[src/rtl/assert_macros.svh]
// Assertion macros shared by the pixel color pipeline RTL.
// No dependencies; the bodies are empty when SYNTHESIS is defined.
`ifndef ASSERT_MACROS_SVH
`define ASSERT_MACROS_SVH
`ifndef SYNTHESIS
// a implies c in the same cycle
`define ASSERT_IMPL(lbl, clk, rst, a, c) \
  lbl: assert property (@(posedge clk) disable iff (rst) (a) |-> (c)) \
    else $error("assertion failed: implication");
// a implies c a fixed number of cycles later
`define ASSERT_DELAY(lbl, clk, rst, a, n, c) \
  lbl: assert property (@(posedge clk) disable iff (rst) (a) |-> ##n (c)) \
    else $error("assertion failed: delayed implication");
`else
`define ASSERT_IMPL(lbl, clk, rst, a, c)
`define ASSERT_DELAY(lbl, clk, rst, a, n, c)
`endif
`endif

[src/rtl/lpc_pkg.sv]
// Types and constants of the LED pixel color pipeline.
// No dependencies; used by lpc_lane and led_pixel_color_pipeline_core.
package lpc_pkg;

  // configuration register indexes
  localparam logic [2:0] REG_COLOR_MODE = 3'd0;
  localparam logic [2:0] REG_ORDER_CODE = 3'd1;
  localparam logic [2:0] REG_BRIGHTNESS = 3'd2;
  localparam logic [2:0] REG_CORR_EN    = 3'd3;
  localparam logic [2:0] REG_GAIN_RED   = 3'd4;
  localparam logic [2:0] REG_GAIN_GREEN = 3'd5;
  localparam logic [2:0] REG_GAIN_BLUE  = 3'd6;

  // color modes
  localparam logic [2:0] MODE_RGB          = 3'd1;
  localparam logic [2:0] MODE_RGBW_ACCURATE = 3'd2;
  localparam logic [2:0] MODE_RGBW_BRIGHTER = 3'd3;
  localparam logic [2:0] MODE_RGBW_RGBONLY  = 3'd4;

  localparam logic [4:0] ORDER_LAST_RGB  = 5'd6;
  localparam logic [4:0] ORDER_LAST_RGBW = 5'd24;
  localparam int         ORDER_ROWS      = 25;

  // per-lane scaling controls
  typedef struct packed {
    logic       corr;
    logic [7:0] gain;
    logic [6:0] pct;
    logic       bri_zero;
  } lpc_lane_cfg_t;

  // slot k takes channel ORDER_TABLE[code][k]; 0 R, 1 G, 2 B, 3 W
  localparam logic [1:0] ORDER_TABLE [ORDER_ROWS][4] = '{
    '{2'd0, 2'd1, 2'd2, 2'd3}, '{2'd1, 2'd0, 2'd2, 2'd3}, '{2'd0, 2'd1, 2'd2, 2'd3},
    '{2'd2, 2'd1, 2'd0, 2'd3}, '{2'd2, 2'd0, 2'd1, 2'd3}, '{2'd0, 2'd2, 2'd1, 2'd3},
    '{2'd1, 2'd2, 2'd0, 2'd3}, '{2'd1, 2'd0, 2'd3, 2'd2}, '{2'd1, 2'd3, 2'd2, 2'd0},
    '{2'd3, 2'd0, 2'd2, 2'd1}, '{2'd0, 2'd1, 2'd3, 2'd2}, '{2'd0, 2'd3, 2'd2, 2'd1},
    '{2'd3, 2'd1, 2'd2, 2'd0}, '{2'd2, 2'd1, 2'd3, 2'd0}, '{2'd2, 2'd3, 2'd0, 2'd1},
    '{2'd3, 2'd1, 2'd0, 2'd2}, '{2'd2, 2'd0, 2'd3, 2'd1}, '{2'd2, 2'd3, 2'd1, 2'd0},
    '{2'd3, 2'd0, 2'd1, 2'd2}, '{2'd0, 2'd2, 2'd3, 2'd1}, '{2'd0, 2'd3, 2'd1, 2'd2},
    '{2'd3, 2'd2, 2'd1, 2'd0}, '{2'd1, 2'd2, 2'd3, 2'd0}, '{2'd1, 2'd3, 2'd0, 2'd2},
    '{2'd3, 2'd2, 2'd0, 2'd1}
  };

endpackage

[src/rtl/lpc_lane.sv]
// One channel of the pixel pipeline: gain, divide by 255, brightness percent,
// divide by 100. Four register stages. Depends on lpc_pkg.
module lpc_lane (
  input  logic                  clk,
  input  lpc_pkg::lpc_lane_cfg_t cfg,
  input  logic [7:0]            cin,
  output logic [7:0]            cout
);
  import lpc_pkg::*;

  logic [15:0] prod;
  logic [16:0] div_sum;
  logic [7:0]  quot;
  logic        byp;
  logic [14:0] bmul;
  logic        byp_next;
  logic [14:0] bmul_next;
  logic [30:0] recip;

  // stage A: gain product; without correction the gain is 255, which
  // divides back out exactly
  always_ff @(posedge clk) begin
    prod <= {8'd0, (cfg.corr ? cfg.gain : 8'd255)} * {8'd0, cin};
  end

  // floor(p/255) for p up to 255*255: (p + 1 + (p >> 8)) >> 8
  assign div_sum = {1'b0, prod} + 17'd1 + {9'd0, prod[15:8]};

  always_ff @(posedge clk) begin
    quot <= div_sum[15:8];
  end

  // stage C: brightness percent; zero value or zero brightness passes through
  always_comb begin
    byp_next  = (quot == 8'd0) || cfg.bri_zero;
    bmul_next = byp_next ? {7'd0, quot} : {7'd0, quot} * {8'd0, cfg.pct};
  end

  always_ff @(posedge clk) begin
    byp  <= byp_next;
    bmul <= bmul_next;
  end

  // floor(m/100) as (m * 41944) >> 22, exact for m below 43690
  assign recip = {16'd0, bmul} * 31'd41944;

  always_ff @(posedge clk) begin
    cout <= byp ? bmul[7:0] : recip[29:22];
  end

endmodule

[src/rtl/led_pixel_color_pipeline_core.sv]
// LED pixel color pipeline: one pixel per cycle sustained, busy is always low.
// Stages: white extraction, then four per-channel stages (gain multiply,
// divide by 255, brightness multiply, divide by 100), then channel ordering.
// Results cannot be stalled. Synchronous reset clears the valid bits and
// returns the configuration registers to their reset values.
module led_pixel_color_pipeline_core #(
  parameter int INDEX_BITS = 10
) (
  input  logic                  clk,
  input  logic                  rst,
  input  logic                  start,
  output logic                  busy,
  input  logic [INDEX_BITS-1:0] led_index,
  input  logic [7:0]            red_in,
  input  logic [7:0]            green_in,
  input  logic [7:0]            blue_in,
  input  logic                  cfg_write,
  input  logic [2:0]            cfg_index,
  input  logic [7:0]            cfg_data,
  output logic                  done,
  output logic [INDEX_BITS-1:0] led_index_out,
  output logic [7:0]            slot0,
  output logic [7:0]            slot1,
  output logic [7:0]            slot2,
  output logic [7:0]            slot3,
  output logic                  four_channel
);
  import lpc_pkg::*;

  localparam int LANE_STAGES = 4;

  // configuration
  logic [2:0] color_mode;
  logic [4:0] order_code;
  logic [6:0] pct;
  logic       bri_zero;
  logic       corr_en;
  logic [7:0] gain_red;
  logic [7:0] gain_green;
  logic [7:0] gain_blue;

  logic [14:0] pct_mul;
  logic [15:0] pct_sum;

  // brightness is kept as its percent, floor(bri*100/255)
  assign pct_mul = {7'd0, cfg_data} * 15'd100;
  assign pct_sum = {1'b0, pct_mul} + 16'd1 + {9'd0, pct_mul[14:8]};

  always_ff @(posedge clk) begin
    if (rst) begin
      color_mode <= MODE_RGB;
      order_code <= 5'd0;
      pct        <= 7'd100;
      bri_zero   <= 1'b0;
      corr_en    <= 1'b0;
      gain_red   <= 8'd255;
      gain_green <= 8'd255;
      gain_blue  <= 8'd255;
    end else if (cfg_write) begin
      case (cfg_index)
        REG_COLOR_MODE: color_mode <= cfg_data[2:0];
        REG_ORDER_CODE: order_code <= cfg_data[4:0];
        REG_BRIGHTNESS: begin
          pct      <= pct_sum[14:8];
          bri_zero <= (cfg_data == 8'd0);
        end
        REG_CORR_EN:    corr_en    <= cfg_data[0];
        REG_GAIN_RED:   gain_red   <= cfg_data;
        REG_GAIN_GREEN: gain_green <= cfg_data;
        REG_GAIN_BLUE:  gain_blue  <= cfg_data;
        default: ;
      endcase
    end
  end

  assign busy = 1'b0;

  logic accept;
  assign accept = start && !busy;

  // stage 1: white extraction
  logic       rgbw_in;
  logic [7:0] min_rg;
  logic [7:0] white;
  logic [7:0] r_next, g_next, b_next, w_next;

  always_comb begin
    rgbw_in = color_mode inside {MODE_RGBW_ACCURATE, MODE_RGBW_BRIGHTER,
                                 MODE_RGBW_RGBONLY};
    min_rg  = (red_in < green_in) ? red_in : green_in;
    white   = (blue_in < min_rg) ? blue_in : min_rg;
    r_next  = red_in;
    g_next  = green_in;
    b_next  = blue_in;
    w_next  = 8'd0;
    if (rgbw_in) begin
      case (color_mode)
        MODE_RGBW_ACCURATE: begin
          r_next = red_in - white;
          g_next = green_in - white;
          b_next = blue_in - white;
          w_next = white;
        end
        MODE_RGBW_RGBONLY: w_next = 8'd0;
        default:           w_next = white;
      endcase
    end
  end

  logic                  vld1;
  logic                  rgbw1;
  logic [INDEX_BITS-1:0] idx1;
  logic [7:0]            ch1 [4];

  always_ff @(posedge clk) begin
    if (rst) begin
      vld1 <= 1'b0;
    end else begin
      vld1 <= accept;
    end
  end

  always_ff @(posedge clk) begin
    rgbw1  <= rgbw_in;
    idx1   <= led_index;
    ch1[0] <= r_next;
    ch1[1] <= g_next;
    ch1[2] <= b_next;
    ch1[3] <= w_next;
  end

  // per-channel scaling lanes; white gets no gain correction
  lpc_lane_cfg_t lane_cfg [4];
  logic [7:0]    ch5 [4];

  always_comb begin
    lane_cfg[0] = '{corr: corr_en, gain: gain_red,   pct: pct, bri_zero: bri_zero};
    lane_cfg[1] = '{corr: corr_en, gain: gain_green, pct: pct, bri_zero: bri_zero};
    lane_cfg[2] = '{corr: corr_en, gain: gain_blue,  pct: pct, bri_zero: bri_zero};
    lane_cfg[3] = '{corr: 1'b0,    gain: 8'd255,     pct: pct, bri_zero: bri_zero};
  end

  for (genvar k = 0; k < 4; k++) begin : g_lane
    lpc_lane u_lane (
      .clk  (clk),
      .cfg  (lane_cfg[k]),
      .cin  (ch1[k]),
      .cout (ch5[k])
    );
  end

  // side band delay line matching the lanes
  logic                  vld_d  [LANE_STAGES];
  logic                  rgbw_d [LANE_STAGES];
  logic [INDEX_BITS-1:0] idx_d  [LANE_STAGES];

  always_ff @(posedge clk) begin
    if (rst) begin
      for (int i = 0; i < LANE_STAGES; i++) begin
        vld_d[i] <= 1'b0;
      end
    end else begin
      vld_d[0] <= vld1;
      for (int i = 1; i < LANE_STAGES; i++) begin
        vld_d[i] <= vld_d[i-1];
      end
    end
  end

  always_ff @(posedge clk) begin
    rgbw_d[0] <= rgbw1;
    idx_d[0]  <= idx1;
    for (int i = 1; i < LANE_STAGES; i++) begin
      rgbw_d[i] <= rgbw_d[i-1];
      idx_d[i]  <= idx_d[i-1];
    end
  end

  // stage 6: channel order and output register
  logic       rgbw5;
  logic [4:0] code;
  logic [7:0] ordered [4];

  always_comb begin
    rgbw5 = rgbw_d[LANE_STAGES-1];
    if (rgbw5) begin
      code = (order_code > ORDER_LAST_RGBW) ? 5'd0 : order_code;
    end else begin
      code = (order_code > ORDER_LAST_RGB) ? 5'd0 : order_code;
    end
    for (int k = 0; k < 4; k++) begin
      ordered[k] = ch5[ORDER_TABLE[code][k]];
    end
  end

  always_ff @(posedge clk) begin
    if (rst) begin
      done <= 1'b0;
    end else begin
      done <= vld_d[LANE_STAGES-1];
    end
  end

  always_ff @(posedge clk) begin
    led_index_out <= idx_d[LANE_STAGES-1];
    slot0         <= ordered[0];
    slot1         <= ordered[1];
    slot2         <= ordered[2];
    slot3         <= ordered[3];
    four_channel  <= rgbw5;
  end

`include "assert_macros.svh"

  `ASSERT_DELAY(a_latency, clk, rst, accept, 6, done)
  `ASSERT_IMPL(a_done_has_source, clk, rst, done, $past(accept, 6))
  `ASSERT_IMPL(a_rgb_no_white, clk, rst, done && !four_channel, slot3 == 8'd0)

endmodule
[config.mk]
export PLATFORM = sky130hd
export DESIGN_NAME = led_pixel_color_pipeline_core
export DESIGN_NICKNAME = d
export VERILOG_FILES = /design/src/rtl/lpc_pkg.sv /design/src/rtl/lpc_lane.sv /design/src/rtl/led_pixel_color_pipeline_core.sv
export VERILOG_INCLUDE_DIRS = /design/src /design/src/rtl
export SDC_FILE = /design/constraint.sdc
export NUM_CORES = 2
export LEC_CHECK = 0
export ABC_CLOCK_PERIOD_IN_PS = 17700
export BUFFER_PORTS_ARGS = -buffer_cell sky130_fd_sc_hd__clkbuf_2
export CORE_UTILIZATION = 55
export DETAILED_ROUTE_END_ITERATION = 8
export GPL_ROUTABILITY_DRIVEN = 0
export PLACE_DENSITY_LB_ADDON = 0.1
export SETUP_SLACK_MARGIN = 0.5
export SLEW_MARGIN = 20
export SYNTH_ARGS = -nofsm -noshare
export SYNTH_HDL_FRONTEND = slang
export SYNTH_SLANG_ARGS = --single-unit
[constraint.sdc]
create_clock -name clk -period 17.7 [get_ports clk]
set_input_delay 0.885 -clock clk [delete_from_list [all_inputs] [get_ports clk]]
set_output_delay 0.885 -clock clk [all_outputs]
set_load 0.01 [all_outputs]
# == Word level (Yosys, flattened, before mapping) ==
# Memories as Yosys holds them, arrays and structs flattened. A register that Yosys moved wholly into a read port is not among the register bits.
# Index checks and enable logic that the tools add are counted.
# totals
output_inout_bits,45
memories,5
ram_bits,80
wordCells,161
mem_bits_ro,256
regBits,278
# op_classes
bitwise_logic,9
n_eq_ne,9
reduce_logical,18
n_addsub,13
multipliers,13
mux,45
order_cmp,9
# mem_list
memory,words,width,read_ports,rd_ports_with_merged_regs,wr,line,rtl
(name not given),32,8,1,0,0,led_pixel_color_pipeline_core.sv:192,ordered[k] = ch5[ORDER_TABLE[code][k]];
idx_d,4,10,4,1,4,led_pixel_color_pipeline_core.sv:155,logic [INDEX_BITS-1:0] idx_d [LANE_STAGES];
ch1,4,8,4,0,4,led_pixel_color_pipeline_core.sv:113,logic [7:0] ch1 [4];
rgbw_d,4,1,4,0,4,led_pixel_color_pipeline_core.sv:154,logic rgbw_d [LANE_STAGES];
vld_d,4,1,4,1,4,led_pixel_color_pipeline_core.sv:153,logic vld_d [LANE_STAGES];
# ops
operator,n
$mux 8,31
$mul 15x13->27 const B,4
$add 16x1->16 const B,4
$add 16x8->16,4
$bmux 8 s2,4
$mul 8x7->15,4
$mul 8x8->16,3
$logic_not 8->1,5
$sub 8x8->8,3
$lt 8x8->1,2
$mul 8x8->16 const A,1
$add 15x1->15 const B,1
$add 15x7->15,1
$mux 5,3
$reduce_and 2->1,7
$mul 8x5->13 const B,1
$eq 3x2->1 const B,4
$eq 3x3->1 const B,4
$ge 3x3->1 const B,4
$not 2->3,4
$mux 1,7
$ge 6x6->1 const B,1
$not 5->6,1
$gt 5x3->1 const B,1
6 further kinds,12

# == Depth between registers and ports, before layout ==
# depth
ltp_word,11
depth_mapped,31
depth_no_buf,30

# == Hierarchy ==
# A second synthesis with hierarchy kept.
# unflattened
cells_unflattened,4894
hier_area_um2,44840.5
# by_module_without_submodules
mod,seq_area_each_um2,area_per_inst_um2,n_inst,cells_each
lpc_lane (g_lane[0].u_lane),960.9,9097.5,1,1013
lpc_lane (g_lane[3].u_lane),960.9,8988.6,1,972
lpc_lane (g_lane[2].u_lane),960.9,8944.8,1,969
led_pixel_color_pipeline_core,3543.4,8941.1,1,982
lpc_lane (g_lane[1].u_lane),960.9,8868.5,1,958

# == Worst setup path after synthesis ==
# Ideal clock, no wire load.
# synth_path
path_type,input port to flip-flop
startpoint,input green_in[6]
endpoint,memory ch1[2][6]
arrival_time_ps,6615
required_ps,17626
setup_slack_ps,11011
cell_stages,28
cell_sequence,inv_1 ha_1 a21o_1 a211o_1 nor2_1 clkbuf_1 nor2_1 a21oi_1 ha_1 a21o_1 a21o_1 a221o_1 nor3_1 clkbuf_1 o21ai_0 ha_1 inv_1 ha_1 a21oi_1 a21oi_1 o22ai_1 a21boi_0 o22ai_1 a21oi_1 nor3_1 o221ai_1 xor2_1 o21ai_0
# synth_lines
item,line,rtl
from (decl),led_pixel_color_pipeline_core.sv:15,"input logic [7:0] green_in,"
to (decl),led_pixel_color_pipeline_core.sv:113,

==> summary.txt <==
Critical path
  • Crit. End Element: register
  • Setup crit end: ch1[2][6]
  • Reg-to-Reg End: g_lane[0].u_lane.cout[7]
  • Worst Setup SP: green_in[5]
  • Levels on crit path: 29
  • Crit-path max cell delay: between 0.5 and 0.6 ns
  • CP bufs+invs: 4
  • Crit Reg-Reg Startpoint: g_lane[0].u_lane.bmul[4]
  • CP required: about 18 ns
  • Worst EP arrival: roughly 7.7 ns
  • Top delay family on crit path: compound AO/OA/AOI/OAI gates
  • Crit path max-delay cell type: nor2_1
  • WS Path Type: in2reg
  • Cells on worst reg2reg path: 22
  • CP max FO: 14
  • R2r setup slk: around 12 ns
  • Critical Path Start Type: primary input

Die
  • Placement Rows: a little over 100
  • Io pins: 94
  • Die area: 0.0778 mm2
  • Core area: between 0.07 and 0.08 mm2
  • Overall die width: roughly 280 um
  • Starting Density: 55.5%
  • Die Y: roughly 280 um

Min path
  • Min-Delay Path Class: reg2reg

Synthesis
  • FF+latch count, synth: approximately 370
  • Ys async rst share: 0%
  • Mapped Avg Cell Area: 9.33 um2
  • Leading area contributor after synthesis: fa_1
  • Synth warn: 0
  • Post-synth EDFFs: 0
  • Syn Inst Count: 4516
  • Synth top area cells: fa_1 (25%), ha_1 (22%), dfxtp_1 (18%), inv_1 (8.8%), and2_1 (3.2%)
  • Synthesized cell area: about 0.042 mm2
  • Post-synthesis sequential area ratio: between 10% and 20%
  • Yosys top cell area share: about a quarter
  • Top_reg_cell synth: dfxtp_1
  • Post-synth cell types: slightly above 70
  • Post-Syn Nets: ~5800

Drt
  • Antenna-violating nets left: 0
  • Pre-Repair DR Iteration Count: 6
  • DR vias: just under 30000
  • Via-per-instance ratio: just over 5
  • Drt wl/cell: between 15 and 20 um
  • Total length of routed wires: ~86000 um
  • DR DRC count: 0
  • Initial DRC count: 1344

STA
  • TNS Setup: 0 ns
  • Setup Viol. Count Final: 0
  • Hold Fails Final Rpt: 0
  • Tightest Pin Transition: a little under 1 ns
  • Clock period minus worst slack: 7.19 ns
  • Peak Freq: ~140 MHz
  • Max Slew Vio Count: 0
  • RSZ-0062 raised after global routing: no
  • Rel. slew slack: 34.4%
  • Max Clock Skew: approximately 0.023 ns
  • Final hold slack: about 0.32 ns
  • Period utilisation layout: between 40% and 50%

Placement
  • Placed Instances: approximately 5600
  • Port bufs: 92
  • Detailed Place HPWL: roughly 71000 um

GRT
  • Global route overflow: 0
  • Total track usage: between 20 and 25%
  • Antenna violations before repair: 1
  • First-pass GRT wire length: roughly 150000 um
  • Vias in the first global route: 29800
  • Largest net degree at the start of global routing: 47

Run status
  • Outcome: completed

Clocking
  • Gates resized, CTS repair: 0
  • Post-CTS Setup Repair Bufs: 0
  • Hold buffer count at cts: 0
  • Clk sinks: about 370
  • H-tree depth: 2
  • Clock Tree Root: clkbuf_16
  • Clk buf depth: 3
  • Worst skew pair latency: approximately 0.60 ns
  • CTS buffer count: 45
  • Reg clk slew, reported paths: approximately 0.06 ns
  • CTS tree: yes

Layout
  • Area Growth Syn to Fin: 7.34%
  • Register area: around 0.0074 mm2
  • Finished Layout Cells: ~5600
  • Share of cells above drive strength 1: under 10%
  • Area occupied by multi-input gates: 0.0307 mm2
  • Layout net count: between 5000 and 6000
  • Filler cells: 6684

Run
  • Max Cap Viol: 0
[cell usage after synthesis, types with 9 or more instances]
cell,n
inv_1,990
xor2_1,44
nor2_1,161
nand2b_1,47
clkbuf_1,92
o21bai_1,47
nor4_1,11
ha_1,758
o31ai_1,9
a211oi_1,16
a21oi_1,184
a21o_1,53
a211o_1,27
mux2_2,36
nor3_1,28
o21a_1,12
nand3_1,27
nand2_1,346
and2_1,213
fa_1,523
dfxtp_1,369
and3_1,12
mux2i_1,50
o21ai_0,122
a31oi_1,13
nor2b_1,64
xnor2_1,151
nand4_1,12
[layout make-up]
type                    instances  share of cell area, %
repair buffers                112                   1.35
flip-flops and latches        369                   16.3
well taps                    1030                   2.85
diodes                          1                0.00553
multi-input cells            3055                   67.8
clock buffers                  59                   2.80
inverters                     991                   8.22
clock inverters                22                  0.630
[cell families (layout without fill, tap and decap cells)]
logic type,count (synthesis),in the layout,share of synthesized area [%]
AO/OA/AOI/OAI,547,547,8.20
XOR/XNOR,195,195,4.05
adder cells (fa/ha/maj),1285,1285,47.4
buffers and inverters,1092,1184,9.75
flip-flops,369,369,17.5
multiplexers,86,86,2.15
other,1,2,0.00890
AND/OR/NAND/NOR,941,941,10.9
[placed cells by master, fill, tap and decap left out, types with 7 or more instances in the layout]
cell type,n
and2_1,213
buf_4,20
a211o_1,27
mux2_2,36
a211oi_1,16
inv_1,990
fa_1,523
mux2i_1,50
clkbuf_16,45
clkbuf_8,9
a21o_1,53
clkbuf_2,92
a31o_2,7
o21bai_1,47
nor4_1,11
o21ai_0,122
a31oi_1,13
nand2_1,346
nor2b_1,64
o31ai_1,9
ha_1,758
nor2_1,161
xor2_1,44
dfxtp_1,369
a21oi_1,183
nand4_1,12
o21a_1,12
nand3_1,27
nor3_1,28
and3_1,12
xnor2_1,151
nand2b_1,47
[stage by stage]
stage | setup WS [ns] | cell area [um2] | util [%]
after global routing | 9.89 | 45200 | 59.6
after CTS | 10.60 | 45200 | 59.6
after floorplan | 11.01 | 42200 | -
after detailed placement | 9.96 | 43700 | 57.5
after global placement | 10.16 | 43700 | 57.5
final | 10.51 | 45200 | 59.6
[metal layers]
| layer | track usage, % | part of all wire [%] | wire (um) | vias up |
|---|---|---|---|---|
| met1 | 32.5 | 49 | 41900 | 14000 |
| met3 | 3.17 | 4.0 | 3450 | 128 |
| met5 | 0 | 0.015 | 13 | - |
| li1 | - | - | - | 14400 |
| met2 | 37.6 | 45 | 39000 | 444 |
| met4 | 5.96 | 2.1 | 1850 | 2 |
[state kept, by name (all words and copies together) (netlist names), 5 cells and up]
| register | count |
|---|---|
| g_lane.u_lane.quot | 32 |
| gain_red | 8 |
| slot2 | 8 |
| g_lane.u_lane.bmul | 60 |
| led_index_out | 10 |
| gain_green | 8 |
| idx_d | 40 |
| order_code | 5 |
| slot3 | 8 |
| slot0 | 8 |
| g_lane.u_lane.prod | 64 |
| ch1 | 32 |
| idx1 | 10 |
| gain_blue | 8 |
| slot1 | 8 |
| g_lane.u_lane.cout | 32 |
| pct | 7 |
[worst min-delay path by stage]
| stage | startpoint | end | slack (ns) | cells after the start |
|---|---|---|---|---|
| final | idx_d[0][9] | idx_d[1][9] | 0.32 | 0 |
| after global placement | idx1[8] | idx_d[0][8] | 0.31 | 0 |
| after floorplan | idx1[0] | idx_d[0][0] | 0.31 | 0 |
| after CTS | idx_d[1][2] | idx_d[2][2] | 0.33 | 0 |
| after detailed placement | idx1[6] | idx_d[0][6] | 0.31 | 0 |
| after global routing | idx_d[3][5] | led_index_out[5] | 0.33 | 0 |
Power is not shown: default switching activity piles up to over one toggle a cycle in this logic, so the estimate is an artifact.
